## config.mk

```make
export PLATFORM = sky130hd
export DESIGN_NAME = cbgw_kernel
export DESIGN_NICKNAME = d
export VERILOG_FILES = /design/src/sv/cbgw_pkg.sv /design/src/sv/cbgw_kernel.sv
export SDC_FILE = /design/constraint.sdc
export NUM_CORES = 2
export LEC_CHECK = 0
export CAP_MARGIN = 15
export CORE_MARGIN = 4
export CORE_UTILIZATION = 35
export DETAILED_ROUTE_END_ITERATION = 10
export DONT_BUFFER_PORTS = 1
export GPL_TIMING_DRIVEN = 0
export MAX_ROUTING_LAYER = met4
export PLACE_DENSITY = 0.6
export SLEW_MARGIN = 40
export SYNTH_ARGS = -nofsm -noshare
export SYNTH_HDL_FRONTEND = slang
export SYNTH_SLANG_ARGS = --single-unit
```

## constraint.sdc

```tcl
create_clock -name clk -period 20.3 [get_ports clk]
set_clock_uncertainty 0.15 [all_clocks]
set_input_delay 1.015 -clock clk [delete_from_list [all_inputs] [get_ports clk]]
set_output_delay 1.015 -clock clk [all_outputs]
set_load 0.01 [all_outputs]
```

## src/sv/cbgw_pkg.sv

```systemverilog
// Shared types, constants and helpers for the 2-D cubic B-spline grid weight block
`timescale 1ns / 1ps

package cbgw_pkg;

  // Configuration register indexes
  typedef enum logic [1:0] {
    CFG_ORIGIN_X  = 2'd0,
    CFG_ORIGIN_Y  = 2'd1,
    CFG_INV_WIDTH = 2'd2
  } cfg_reg_e;

  // Reset values of the configuration registers
  localparam logic signed [31:0] ORIGIN_RST    = 32'sd0;
  localparam logic [30:0]        INV_WIDTH_RST = 31'd65536;

  // Kernel constants, Q2.30
  localparam logic [30:0] TWO_THIRDS_Q30 = 31'd715827883;
  localparam logic [30:0] ONE_Q30        = 31'h4000_0000;

  // Reciprocal of three: floor(x / 3) = (x * DIV3_RECIP) >> 33 for any 32-bit x
  localparam logic [31:0] DIV3_RECIP = 32'hAAAA_AAAB;

  // Cell position limit, +-2^18 cells (raw 2^50 in Q32.32)
  localparam logic signed [63:0] P_LIMIT = 64'sh0004_0000_0000_0000;

  // Per-axis values after the offset stage
  typedef struct packed {
    logic [24:0] u;        // a (when below one cell) or 2 - a, Q.24
    logic        inner;    // offset magnitude below one cell
    logic        far;      // offset magnitude two cells or more
    logic        neg;      // offset >= 0, derivative is negative
    logic [9:0]  start;    // stencil start
    logic        clamped;  // stencil start was clamped
  } axis_mid_t;

  // Per-axis kernel value and derivative magnitude
  typedef struct packed {
    logic [30:0] n;        // N, Q2.30
    logic [30:0] dmag;     // |N'|, Q2.30
    logic        neg;
    logic [9:0]  start;
    logic        clamped;
  } axis_kern_t;

  // One finished result
  typedef struct packed {
    logic [30:0] weight;
    logic [31:0] grad_x;
    logic [31:0] grad_y;
    logic [9:0]  start_x;
    logic [9:0]  start_y;
    logic        clamped;
  } result_t;

  // Give a gradient magnitude its sign and saturate to 32 bits
  function automatic logic [31:0] grad_sat(input logic [31:0] mag, input logic neg);
    logic [31:0] lim;
    begin
      if (neg) begin
        lim = (mag > 32'h8000_0000) ? 32'h8000_0000 : mag;
        grad_sat = 32'd0 - lim;
      end else begin
        grad_sat = (mag > 32'h7FFF_FFFF) ? 32'h7FFF_FFFF : mag;
      end
    end
  endfunction

endpackage

```

## src/sv/cbgw_kernel.sv

```systemverilog
// Per-axis cubic B-spline kernel: square, cube, value and derivative magnitude
`timescale 1ns / 1ps

module cbgw_kernel
  import cbgw_pkg::*;
(
  input  logic       clk,
  input  axis_mid_t  mid_i,
  output axis_kern_t kern_o
);

  logic [49:0] sq_prod;
  logic [49:0] cu_prod;
  logic [61:0] div_prod;

  axis_mid_t   s3_mid_r;
  logic [24:0] s3_u2_r;

  axis_mid_t   s4_mid_r;
  logic [24:0] s4_u2_r;
  logic [24:0] s4_u3_r;
  logic [30:0] s4_dmag_r;

  logic signed [32:0] d_inner;
  logic [30:0]        dmag_nxt;
  logic signed [33:0] n_inner;
  logic [29:0]        div_x;
  logic [30:0]        n_nxt;
  axis_kern_t         kern_nxt;
  axis_kern_t         kern_r;

  // Stage 3: square of the operand, Q.24
  assign sq_prod = mid_i.u * mid_i.u;

  always_ff @(posedge clk) begin
    s3_mid_r <= mid_i;
    s3_u2_r  <= sq_prod[48:24];
  end

  // Stage 4: cube, and derivative magnitude on each branch
  assign cu_prod = s3_u2_r * s3_mid_r.u;

  always_comb begin
    d_inner = $signed({1'b0, s3_mid_r.u, 7'd0})
            - $signed({2'd0, s3_u2_r, 6'd0}) - $signed({3'd0, s3_u2_r, 5'd0});
    if (s3_mid_r.inner) begin
      dmag_nxt = d_inner[32] ? 31'd0 : d_inner[30:0];
    end else begin
      dmag_nxt = {1'b0, s3_u2_r, 5'd0};
    end
  end

  always_ff @(posedge clk) begin
    s4_mid_r  <= s3_mid_r;
    s4_u2_r   <= s3_u2_r;
    s4_u3_r   <= cu_prod[48:24];
    s4_dmag_r <= dmag_nxt;
  end

  // Stage 5: kernel value; outer branch divides by six through a reciprocal
  assign div_x    = {s4_u3_r, 5'd0};
  assign div_prod = div_x * DIV3_RECIP;

  always_comb begin
    n_inner = $signed({4'd0, s4_u3_r, 5'd0}) - $signed({3'd0, s4_u2_r, 6'd0})
            + $signed({3'd0, TWO_THIRDS_Q30});
    if (s4_mid_r.inner) begin
      if (n_inner < 0) begin
        n_nxt = 31'd0;
      end else if (n_inner > $signed({3'd0, ONE_Q30})) begin
        n_nxt = ONE_Q30;
      end else begin
        n_nxt = n_inner[30:0];
      end
    end else begin
      n_nxt = {2'd0, div_prod[61:33]};
    end

    // Zero both beyond two cells
    kern_nxt.n       = s4_mid_r.far ? 31'd0 : n_nxt;
    kern_nxt.dmag    = s4_mid_r.far ? 31'd0 : s4_dmag_r;
    kern_nxt.neg     = s4_mid_r.neg;
    kern_nxt.start   = s4_mid_r.start;
    kern_nxt.clamped = s4_mid_r.clamped;
  end

  always_ff @(posedge clk) begin
    kern_r <= kern_nxt;
  end

  assign kern_o = kern_r;

endmodule

```

==> run metrics <==
DRT Wirelength 159000 um; Hold Vio Cnt, Final 0; gpl congestion 1.01; post-synthesis simple-gate area fraction 11.9%; critical path class primary input to flop; CP startpoint kind primary input; Max Cap Viol 0; worst-path maximum fanout 10; dpl cells 7761; clock-pin slew on the worst setup and hold paths 0.07 ns; fmax 0.108 GHz; Yosys reg bits 223; Worst Hold Class flop to flop; Final ANT Viol Nets 0; TritonCTS clock tree built; num ports 114; synth top area cells fa_1 (45%), ha_1 (14%), inv_1 (11%), dfxtp_1 (8.3%), and2_1 (5.1%); setup TNS 0 ns; mux cell area share after synthesis 0.0580%; fin cells 7825; required time worst endpoint 20.61 ns; post_cts resized 0; CP endpoint kind flop; largest family of logic cells by synthesized area adder cells; worst-case clock buffer depth 3; worst skew pair latency 0.59 ns; Setup Viol. Count Final 0; row cnt 143; largest net degree at the start of global routing 17; DR DRC count 0; Seq/Total Area, Yosys 8.28%; H-tree lvl count 1; EDFF count, synth 0; complex-gate fraction of the synthesized area 5.98%; Setup Fix Bufs, Post-CTS 0; Congestion Overflow GR 0; Core Util, Final 37.7%; Vias 38100; core area 152000 um2; initial drt markers 2414; fin crit period 9.27 ns; CTS Sinks 223; post-synthesis adder-cell area fraction 58.9%; I/O Buffers 0; DP HPWL 134000 um; Mapped Area 53900 um2; routed vias/inst 4.87; status finished, final reports clean; FFs w/ async S/R, synth 0%; crit path DAT 9.58 ns; GRT Total Usage 20.6%; average size of a mapped cell 9.41 um2; initial antenna violation count 16; Synth warnings 0; WL/cell 20.3 um; synthesized instance count 5726; largest area contributor in the netlist fa_1; vias in the first global route 41900; root buf cell clkbuf_16; chip height 400 um; slew margin rel. 36.7%; Most used DFF post-synth dfxtp_1; TritonRoute pass-1 iters 6; share of the synthesized area in the top cell type 44.5%; synth unique cells 87; Net count, final 7620; first-pass GRT wire length 247000 um; initial core utilization 35.4%; Tcrit/Tclk final 45.7%; Hold-fix buffers, CTS 0; Die Area 160000 um2; unrepaired setup endpoints after global routing no; Area growth, synth to finish 6.72%; proportion of layout cells with a drive suffix above 1 2.01%; final slew viol count 0; worst-margin pin slew 0.949 ns; TritonCTS Buffers 28; Die X 400 um; XOR/XNOR share of the synthesized area 2.45%
[state kept, by name, summed over array words and instances, names as in the netlist]
register / count
kern_nxt: 12
kern_o: 69
s3_mid_r: 39
s3_u2_r: 25
s4_dmag_r: 26
s4_mid_r: 2
s4_u2_r: 25
s4_u3_r: 25
[cells in the mapped netlist (all sizes together) (18+ instances only)]
| master | count |
|---|---|
| nor2b | 53 |
| ha | 620 |
| a31oi | 19 |
| nor2 | 100 |
| nor3 | 19 |
| and2 | 442 |
| o21ai | 87 |
| o21a | 20 |
| nand2b | 18 |
| nand4 | 18 |
| a21oi | 118 |
| nand2 | 530 |
| nand3 | 47 |
| fa | 1199 |
| clkbuf | 176 |
| a22o | 25 |
| inv | 1585 |
| xnor2 | 89 |
| dfxtp | 223 |
| xor2 | 62 |
| a21o | 81 |
[routing by layer]
| layer | routed length, um | vias to the layer above | track usage [%] |
|---|---|---|---|
| met5 | 0 | - | - |
| met4 | 6740 | 0 | 7.24 |
| met1 | 65100 | 19300 | 25.7 |
| met3 | 13000 | 342 | 4.44 |
| li1 | - | 17100 | - |
| met2 | 73700 | 1380 | 33.1 |
[layout make-up]
class	instances	area, um2
fill	15500	94900
timing repair buffer	1	11.3
tap	2030	2540
multi-input combinational	3729	42800
antenna	13	32.5
inverter	1585	5950
clock inverter	18	246
clock buffer	33	729
sequential	223	4470
buffer	193	787
[cell usage in the layout, fill, tap and decap left out, types with 18 or more instances in the layout]
master / Yosys / layout
a21o_1: 80 / 80
a21oi_1: 118 / 117
a22o_1: 23 / 23
a31oi_1: 18 / 18
and2_1: 442 / 442
clkbuf_1: 176 / 162
clkbuf_16: 0 / 28
clkbuf_2: 0 / 18
dfxtp_1: 223 / 215
fa_1: 1199 / 1199
ha_1: 620 / 620
inv_1: 1585 / 1585
nand2_1: 530 / 530
nand2b_1: 18 / 18
nand3_1: 47 / 47
nand4_1: 18 / 18
nor2_1: 99 / 99
nor2b_1: 53 / 53
nor3_1: 19 / 19
o21a_1: 20 / 20
o21ai_0: 85 / 75
xnor2_1: 89 / 89
xor2_1: 62 / 62
[final timing paths]
check,cells after the start,to,start,slack (ns)
worst max-delay path,26,s3_u2_r[12],mid_i[17],11.03
worst min-delay path,0,kern_o[3],kern_nxt[3],0.17
worst max register to register,27,s4_u3_r[21],s3_u2_r[9],11.45
worst min register to register,0,kern_o[3],kern_nxt[3],0.17
[per-stage QoR]
stage | instance area [um2] | hold slack, ns | setup slack, ns
floorplan | 53900 | 0.160 | 12.11
detailed placement | 56500 | 0.162 | 10.58
global route | 57500 | 0.174 | 10.88
finish | 57500 | 0.168 | 11.03
global placement | 56500 | 0.160 | 9.57
CTS | 57500 | 0.171 | 11.15
[kinds of logic after synthesis]
group / Yosys count
AOI/OAI and AO/OA: 474
xor gates and xnor gates: 151
adders and majority gates: 1819
buffers and inverters: 1778
DFF: 223
muxes: 3
other: 1
and+or+nand+nor: 1277
[worst max-delay path: stages]
cell      delay [ns]
clkbuf_1        0.51
clkbuf_1        0.66
nand2_1         0.24
fa_1            0.58
inv_1           0.06
fa_1            0.58
inv_1           0.08
fa_1            0.48
fa_1            0.57
inv_1           0.06
fa_1            0.47
fa_1            0.53
inv_1           0.05
fa_1            0.47
inv_1           0.07
ha_1            0.37
nand4_1         0.17
a21o_1          0.20
a22oi_1         0.50
nand2_1         0.20
o31ai_1         0.67
a21o_1          0.24
a21oi_1         0.10
o21bai_1        0.27
a21oi_1         0.13
xnor2_1         0.28
Power is not shown: default switching activity piles up to over one toggle a cycle in this logic, so the estimate is an artifact.
